==> src/hdl/dsm_pkg.sv <==
// ----------------------------------------------------------------------------
// dsm_pkg: shared types and codes for the dual stack shared memory
// Request and result structs, operation and status codes, cell control.
// ----------------------------------------------------------------------------
package dsm_pkg;

    // default number of words in the shared store
    localparam int DEPTH_DEF = 16;

    // word width of one stack entry
    localparam int WORD_W = 32;

    // operation codes
    localparam logic [2:0] OP_PUSH_L = 3'd0;
    localparam logic [2:0] OP_POP_L  = 3'd1;
    localparam logic [2:0] OP_SHOW_L = 3'd2;
    localparam logic [2:0] OP_PUSH_R = 3'd3;
    localparam logic [2:0] OP_POP_R  = 3'd4;
    localparam logic [2:0] OP_SHOW_R = 3'd5;

    // status codes
    localparam logic [1:0] ST_OK        = 2'd0;
    localparam logic [1:0] ST_OVERFLOW  = 2'd1;
    localparam logic [1:0] ST_UNDERFLOW = 2'd2;

    typedef logic signed [WORD_W-1:0] word_t;

    // one request
    typedef struct packed {
        logic [2:0] op;
        word_t      push_value;
    } dsm_cmd_t;

    // one result
    typedef struct packed {
        logic [1:0] status;
        logic       has_value;
        word_t      element;
        logic       last;
    } dsm_res_t;

    // control broadcast to every cell of the row
    typedef struct packed {
        logic load;   // copy stored word into the readout chain
        logic shift;  // advance the readout chain by one place
        logic up;     // 1: chain moves towards the last entry, 0: towards entry 0
    } cell_ctrl_t;

endpackage

==> src/hdl/dual_stack_shared_memory.sv <==
// ----------------------------------------------------------------------------
// dual_stack_shared_memory: two stacks in one store of DEPTH words
// Left stack grows up from entry 0, right stack grows down from the last one.
// ----------------------------------------------------------------------------
// Usage
//   cmd channel (cmd_valid / cmd_stall / cmd) carries one request: push, pop
//   or show on the left or right stack. cmd_stall is high while a readout is
//   in progress, so one request is handled at a time.
//   res channel (res_valid / res_stall / res) streams the chosen stack after
//   the operation: left from entry 0 upwards, right from the last entry
//   inwards, every result carrying the operation's status, last set on the
//   final one. An empty stack gives one marker result with has_value low.
//   The first result is valid the cycle after the request is taken.
//   Results stream at one a cycle while res_stall is low, then the next request is
//   taken the cycle after the last result goes. The readout chain in the row of
//   cells moves one place towards the output per result.
//   Unused op codes are taken with no result and no change.
//   res_stall holds the chain and the result steady until it is taken.
//   Reset clears both stack counts; store contents stay undefined and are
//   never read before they are written.
// ----------------------------------------------------------------------------
module dual_stack_shared_memory #(
    parameter int DEPTH = dsm_pkg::DEPTH_DEF
) (
    input  logic              clk,
    input  logic              rst_n,
    input  logic              cmd_valid,
    output logic              cmd_stall,
    input  dsm_pkg::dsm_cmd_t cmd,
    output logic              res_valid,
    input  logic              res_stall,
    output dsm_pkg::dsm_res_t res
);
    import dsm_pkg::*;

    localparam int CW   = $clog2(DEPTH + 1);
    localparam int IDXW = $clog2(DEPTH);

    localparam logic S_IDLE = 1'b0;
    localparam logic S_READ = 1'b1;

    logic          state_reg, state_next;
    logic [CW-1:0] left_reg, left_next;
    logic [CW-1:0] right_reg, right_next;
    logic [CW-1:0] rem_reg, rem_next;
    logic [1:0]    status_reg, status_next;
    logic          side_reg, side_next;

    logic            accept;
    logic            op_known;
    logic            is_right;
    logic            push_ok;
    logic [1:0]      status_c;
    logic [CW:0]     fill_sum;
    logic [IDXW-1:0] wr_addr;
    logic [CW-1:0]   count_c;
    logic            take;
    cell_ctrl_t      ctrl;
    word_t           chain [DEPTH];

    // handshake
    assign cmd_stall = (state_reg != S_IDLE);
    assign accept    = cmd_valid && !cmd_stall;
    assign res_valid = (state_reg == S_READ);
    assign take      = res_valid && !res_stall;

    assign fill_sum = {1'b0, left_reg} + {1'b0, right_reg};

    // decode the request and work out new counts
    always_comb
    begin
        op_known   = 1'b1;
        is_right   = 1'b0;
        push_ok    = 1'b0;
        status_c   = ST_OK;
        left_next  = left_reg;
        right_next = right_reg;
        wr_addr    = left_reg[IDXW-1:0];
        case (cmd.op)
            OP_PUSH_L:
            begin
                if (fill_sum >= (CW + 1)'(DEPTH))
                begin
                    status_c = ST_OVERFLOW;
                end
                else
                begin
                    push_ok   = 1'b1;
                    left_next = left_reg + CW'(1);
                end
            end
            OP_POP_L:
            begin
                if (left_reg == '0)
                begin
                    status_c = ST_UNDERFLOW;
                end
                else
                begin
                    left_next = left_reg - CW'(1);
                end
            end
            OP_SHOW_L:
            begin
                status_c = ST_OK;
            end
            OP_PUSH_R:
            begin
                is_right = 1'b1;
                wr_addr  = IDXW'(DEPTH - 1) - right_reg[IDXW-1:0];
                if (fill_sum >= (CW + 1)'(DEPTH))
                begin
                    status_c = ST_OVERFLOW;
                end
                else
                begin
                    push_ok    = 1'b1;
                    right_next = right_reg + CW'(1);
                end
            end
            OP_POP_R:
            begin
                is_right = 1'b1;
                if (right_reg == '0)
                begin
                    status_c = ST_UNDERFLOW;
                end
                else
                begin
                    right_next = right_reg - CW'(1);
                end
            end
            OP_SHOW_R:
            begin
                is_right = 1'b1;
            end
            default:
            begin
                op_known = 1'b0;
            end
        endcase
        count_c = is_right ? right_next : left_next;
    end

    // control sequencer
    always_comb
    begin
        state_next  = state_reg;
        rem_next    = rem_reg;
        status_next = status_reg;
        side_next   = side_reg;
        if (accept && op_known)
        begin
            state_next  = S_READ;
            rem_next    = count_c;
            status_next = status_c;
            side_next   = is_right;
        end
        else if (take)
        begin
            if (rem_reg <= CW'(1))
            begin
                state_next = S_IDLE;
                rem_next   = '0;
            end
            else
            begin
                rem_next = rem_reg - CW'(1);
            end
        end
    end

    always_ff @(posedge clk or negedge rst_n)
    begin
        if (!rst_n)
        begin
            state_reg  <= S_IDLE;
            left_reg   <= '0;
            right_reg  <= '0;
            rem_reg    <= '0;
            status_reg <= ST_OK;
            side_reg   <= 1'b0;
        end
        else
        begin
            state_reg  <= state_next;
            rem_reg    <= rem_next;
            status_reg <= status_next;
            side_reg   <= side_next;
            if (accept && op_known)
            begin
                left_reg  <= left_next;
                right_reg <= right_next;
            end
        end
    end

    // row control
    assign ctrl.load  = accept && op_known;
    assign ctrl.shift = take;
    assign ctrl.up    = side_reg;

    // row of storage cells
    for (genvar i = 0; i < DEPTH; i++)
    begin : g_cell
        word_t lower_w;
        word_t upper_w;

        if (i == 0)
        begin : g_first
            assign lower_w = '0;
        end
        else
        begin : g_mid_lo
            assign lower_w = chain[i-1];
        end

        if (i == DEPTH - 1)
        begin : g_final
            assign upper_w = '0;
        end
        else
        begin : g_mid_hi
            assign upper_w = chain[i+1];
        end

        dsm_cell u_cell (
            .clk        (clk),
            .ctrl       (ctrl),
            .wr_en      (accept && push_ok && (wr_addr == IDXW'(i))),
            .wr_data    (cmd.push_value),
            .from_lower (lower_w),
            .from_upper (upper_w),
            .chain      (chain[i])
        );
    end

    // result payload from the output end of the chain
    assign res.status    = status_reg;
    assign res.has_value = (rem_reg != '0);
    assign res.last      = (rem_reg <= CW'(1));
    assign res.element   = (rem_reg == '0) ? '0 :
                           (side_reg ? chain[DEPTH-1] : chain[0]);

    // checks
    a_fill_bound: assert property (@(posedge clk) disable iff (!rst_n)
        fill_sum <= (CW + 1)'(DEPTH))
        else $error("stack counts exceed store depth");

    a_last_ends: assert property (@(posedge clk) disable iff (!rst_n)
        (res_valid && !res_stall && res.last) |=> !res_valid)
        else $error("readout continues after last result");

    a_marker_last: assert property (@(posedge clk) disable iff (!rst_n)
        (res_valid && !res.has_value) |-> res.last)
        else $error("empty marker not flagged last");

    a_busy_stall: assert property (@(posedge clk) disable iff (!rst_n)
        res_valid |-> cmd_stall)
        else $error("request taken during readout");

endmodule

==> src/hdl/dsm_cell.sv <==
// ----------------------------------------------------------------------------
// dsm_cell: one entry of the shared store
// Holds one stored word plus one place of the readout shift chain.
// ----------------------------------------------------------------------------
module dsm_cell (
    input  logic                clk,
    input  dsm_pkg::cell_ctrl_t ctrl,
    input  logic                wr_en,
    input  dsm_pkg::word_t      wr_data,
    input  dsm_pkg::word_t      from_lower,
    input  dsm_pkg::word_t      from_upper,
    output dsm_pkg::word_t      chain
);
    import dsm_pkg::*;

    word_t store_reg;
    word_t chain_reg;

    // stored word, written by a push aimed at this entry
    always_ff @(posedge clk)
    begin
        if (wr_en)
        begin
            store_reg <= wr_data;
        end
    end

    // readout chain place: load takes the word as it stands after a push
    always_ff @(posedge clk)
    begin
        if (ctrl.load)
        begin
            chain_reg <= wr_en ? wr_data : store_reg;
        end
        else if (ctrl.shift)
        begin
            chain_reg <= ctrl.up ? from_lower : from_upper;
        end
    end

    assign chain = chain_reg;

endmodule

==> config.mk <==
export PLATFORM = sky130hd
export DESIGN_NAME = dual_stack_shared_memory
export DESIGN_NICKNAME = d
export VERILOG_FILES = /design/src/hdl/dsm_pkg.sv /design/src/hdl/dual_stack_shared_memory.sv /design/src/hdl/dsm_cell.sv
export SDC_FILE = /design/constraint.sdc
export NUM_CORES = 1
export LEC_CHECK = 0
export ABC_CLOCK_PERIOD_IN_PS = 17600
export BUFFER_PORTS_ARGS = -buffer_cell sky130_fd_sc_hd__buf_2
export CORE_ASPECT_RATIO = 1.75
export CORE_MARGIN = 1.5
export CORE_UTILIZATION = 50
export CTS_BUF_LIST = sky130_fd_sc_hd__clkbuf_8
export DETAILED_ROUTE_END_ITERATION = 10
export PLACE_DENSITY_LB_ADDON = 0.2
export SYNTH_ARGS = -nofsm -noshare
export SYNTH_HDL_FRONTEND = slang
export SYNTH_SLANG_ARGS = --single-unit
==> constraint.sdc <==
create_clock -name clk -period 17.6 [get_ports clk]
set_input_delay 0.88 -clock clk [delete_from_list [all_inputs] [get_ports clk]]
set_output_delay 0.88 -clock clk [all_outputs]
set_load 0.01 [all_outputs]
==> results.md <==
* Num CTS Buffers at 153
* Post-Place Cells at 5688
* # DRC at 0
* Worst-path clk slew at roughly 0.070 ns
* Setup Buffers After CTS at 0
* Crit path max fanout at 166
* Placeable Area at 0.0967 mm^2
* Longest Clk Path Bufs at 3
* Mapped Area at just under 0.05 mm^2
* Tightest Pin Transition at approximately 1.2 ns
* Reg area at about 0.026 mm^2
* CP Cell Sequence: buf_12, buf_4, mux2i_1, nor2_1, buf_2
* Post-cts resize count at 0
* Hold buffers post-CTS at 1
* I/O pin count at 77
* Critical path buffers and inverters at 3
* Final period utilization at 0.324
* Die Wd at about 240 um
* RSZ-0062 raised after global routing: false
* Hold endpoint: cmd_stall$_DFFE_PN0P_
* Die height at 416 um
* Post-synth cell types at 66
* Post-route ant nets at 0
* Clk sinks at 1043
* CP Launch Type: register
* Synth area leader: edfxtp_1
* Syn nets at 4824
* Finished Core Util at 0.541
* Cells on Worst Hold Path at 3
* Worst EP arrival at 4.82 ns
* Dominant cells by area after synthesis: edfxtp_1 (32%), dfxtp_1 (21%), a211oi_1 (8.9%), a31oi_1 (4.2%), nor2b_1 (4.1%)
* Vias in the first global route at 38000
* Critical Path End Type: primary output
* Synth Area per Inst at about 10 um^2
* Worst r2r dst: g_cell[7].u_cell.chain[21]$_DFFE_PP_
* Async SR Flop Fraction at 0.0182
* Cells after Synth at 4775
* Row cnt at 151
* Final min period at 5.70 ns
* Wire per inst at 24.6 um
* Final setup violation count at 0
* Area post-placement at 0.0491 mm^2
* FMAX at 175 MHz
* Post-synthesis mux area share at 0.0677
* Post-Synth Adder-Cell Area at 0.00257
* Cell Pwr Density at approximately 180 mW/mm^2
* Final hold violation count at 0
* Largest net degree at the start of global routing at 180
* Port Buffers at 76
* Leakage Power at 20.2 nW
* Max cap viols at 0
* Die area at approximately 0.1 mm^2
* Ys Warns at 0
* Tot GR Track Use at 0.297
* Clock root cell: clkbuf_8
* Cell area after layout at 0.0523 mm^2
* DR iter-0 viols at 3511
* Kind of critical path: reg2out
* Prevailing post-synth register cell: edfxtp_1
* Slew margin rel. at 0.179
* Vias per inst at 6.47
* Worst r2r src: cmd_stall$_DFFE_PN0P_
* Drt total wl at 147000 um
* Top-area cell type share of the netlist area at 0.316
* H-Tree Level Count at 4
* First-pass GRT wire length at roughly 230000 um
* Clk Latency, worst-skew pair at between 0.8 and 0.9 ns
* Post-Synth Simple-Gate Area at 0.151
* CP peak stage delay at 0.99 ns
* Layout fillers at approximately 8700
* Vias at 38700
* Main combinational cell family by area after synthesis: compound AO/OA/AOI/OAI gates
* Initial Util at 0.504
* CP delay by family, top: buffers and inverters
* Hold_sp: res_stall
* Worst min path class: in2reg
* Gr ovfl total at 0
* Post-synth top cells: a211oi_1 (580), dfxtp_1 (512), edfxtp_1 (512), nand2_1 (396), clkbuf_1 (391)
* Area of the multi-input gates at 0.0203 mm^2
* Syn-to-layout area delta at 7.34%
* Final nets at between 4000 and 5000
* Cell with the most instances after synthesis: a211oi_1
* Final setup TNS at 0 ns
* Synth Area in Compound Gates at 0.192
* 1st-pass router iterations at 6
* Post-synthesis register bit count at 1043
* Initial antenna violation count at 16
* Worst VDD drop at 0.000128 V
* Layout Cells excl Fill at 5979
* Share of cells above drive strength 1 at 0.115
* Number of flops mapped to enable cells by yosys at 512
* Post-synthesis xor/xnor area fraction at 0.00108
* Req. time, crit path at 16.72 ns
* Pins over their slew limit at 0
* FF-to-FF setup slack at 12.74 ns
* Sequential-to-total area share from yosys stat at 0.536
* Post-Route Skew at 0.0461 ns
* Dpl hpwl at 80400 um
* Status: finished clean
* RePlAce Congestion at approximately 0.9
* Reg2Reg Depth at 7
* CTS tree: yes
* CP max-delay cell: dfrtp_4
-- area by class of cell --
cell class	count	share of cell area
flip-flops and latches	1043	0.499
multi-input cells	3179	0.388
clock buffers	195	0.0513
well taps	1300	0.0311
repair buffers	153	0.0203
clock inverters	88	0.00830
inverters	14	0.00101
diodes	7	0.000335
-- logic make-up after synthesis --
| logic type | after synthesis |
|---|---|
| AOI/OAI and AO/OA | 1407 |
| xor gates and xnor gates | 6 |
| adders and majority gates | 10 |
| muxes | 312 |
| buffers and inverters | 553 |
| DFF | 1043 |
| and+or+nand+nor | 1444 |
-- through the flow --
stage	power, mW	worst slack (ns)	hold slack (ns)
after floorplan	6.44	3.80	0.425
after CTS	9.32	11.90	0.217
final	9.32	11.90	0.300
after global routing	9.78	11.77	0.298
after global placement	7.28	12.51	0.431
after detailed placement	7.33	12.43	0.441
-- power by group --
group / leakage (nW) / total (mW) / switching, mW / internal, mW
logic: 8.99 / 3.24 / 2.07 / 1.17
registers: 9.39 / 4.08 / 0.437 / 3.64
clock network: 1.83 / 1.99 / 0.967 / 1.03
-- cell usage in the layout (no fill, tap or decap), types with 29 or more instances in the layout --
cell	count
a211oi_1	580
a31oi_1	327
and3_1	29
buf_2	76
buf_4	68
clkbuf_8	195
dfxtp_1	512
edfxtp_1	512
inv_1	77
mux2_2	141
mux2i_1	169
nand2_1	390
nand2b_1	34
nand3_1	387
nor2_1	51
nor2b_1	322
nor3_1	140
o211ai_1	43
o21ai_0	342
-- worst reg2reg max path, cell delays in order, from the launching register on --
cell and delay [ns]:
dfrtp_1 0.45, nand2b_1 0.38, a21o_4 0.60, buf_4 0.83
buf_4 0.96, buf_4 1.01, a211oi_1 0.19, a211oi_1 0.26
-- routing by layer --
| metal | wire, um | global-route usage |
|---|---|---|
| met4 | 7710 | 0.154 |
| met5 | 17 | 0 |
| met3 | 8960 | 0.0477 |
| met2 | 74000 | 0.514 |
| met1 | 56700 | 0.352 |
-- how the worst max path moves through the flow --
stage | startpoint | endpoint | slack, ns | depth (start not counted)
global placement | cmd_valid | g_cell[7].u_cell.chain[9]$_DFFE_PP_ | 12.51 | 8
global route | side_reg$_DFFE_PN0P_ | res[13] | 11.77 | 5
floorplan | cmd[34] | g_cell[0].u_cell.chain[0]$_DFFE_PP_ | 3.80 | 5
detailed placement | cmd_valid | g_cell[6].u_cell.chain[15]$_DFFE_PP_ | 12.43 | 8
finish | side_reg$_DFFE_PN0P_ | res[13] | 11.90 | 5
CTS | side_reg$_DFFE_PN0P_ | res[13] | 11.90 | 5
Note: power is estimated with default switching activity, not from simulation.
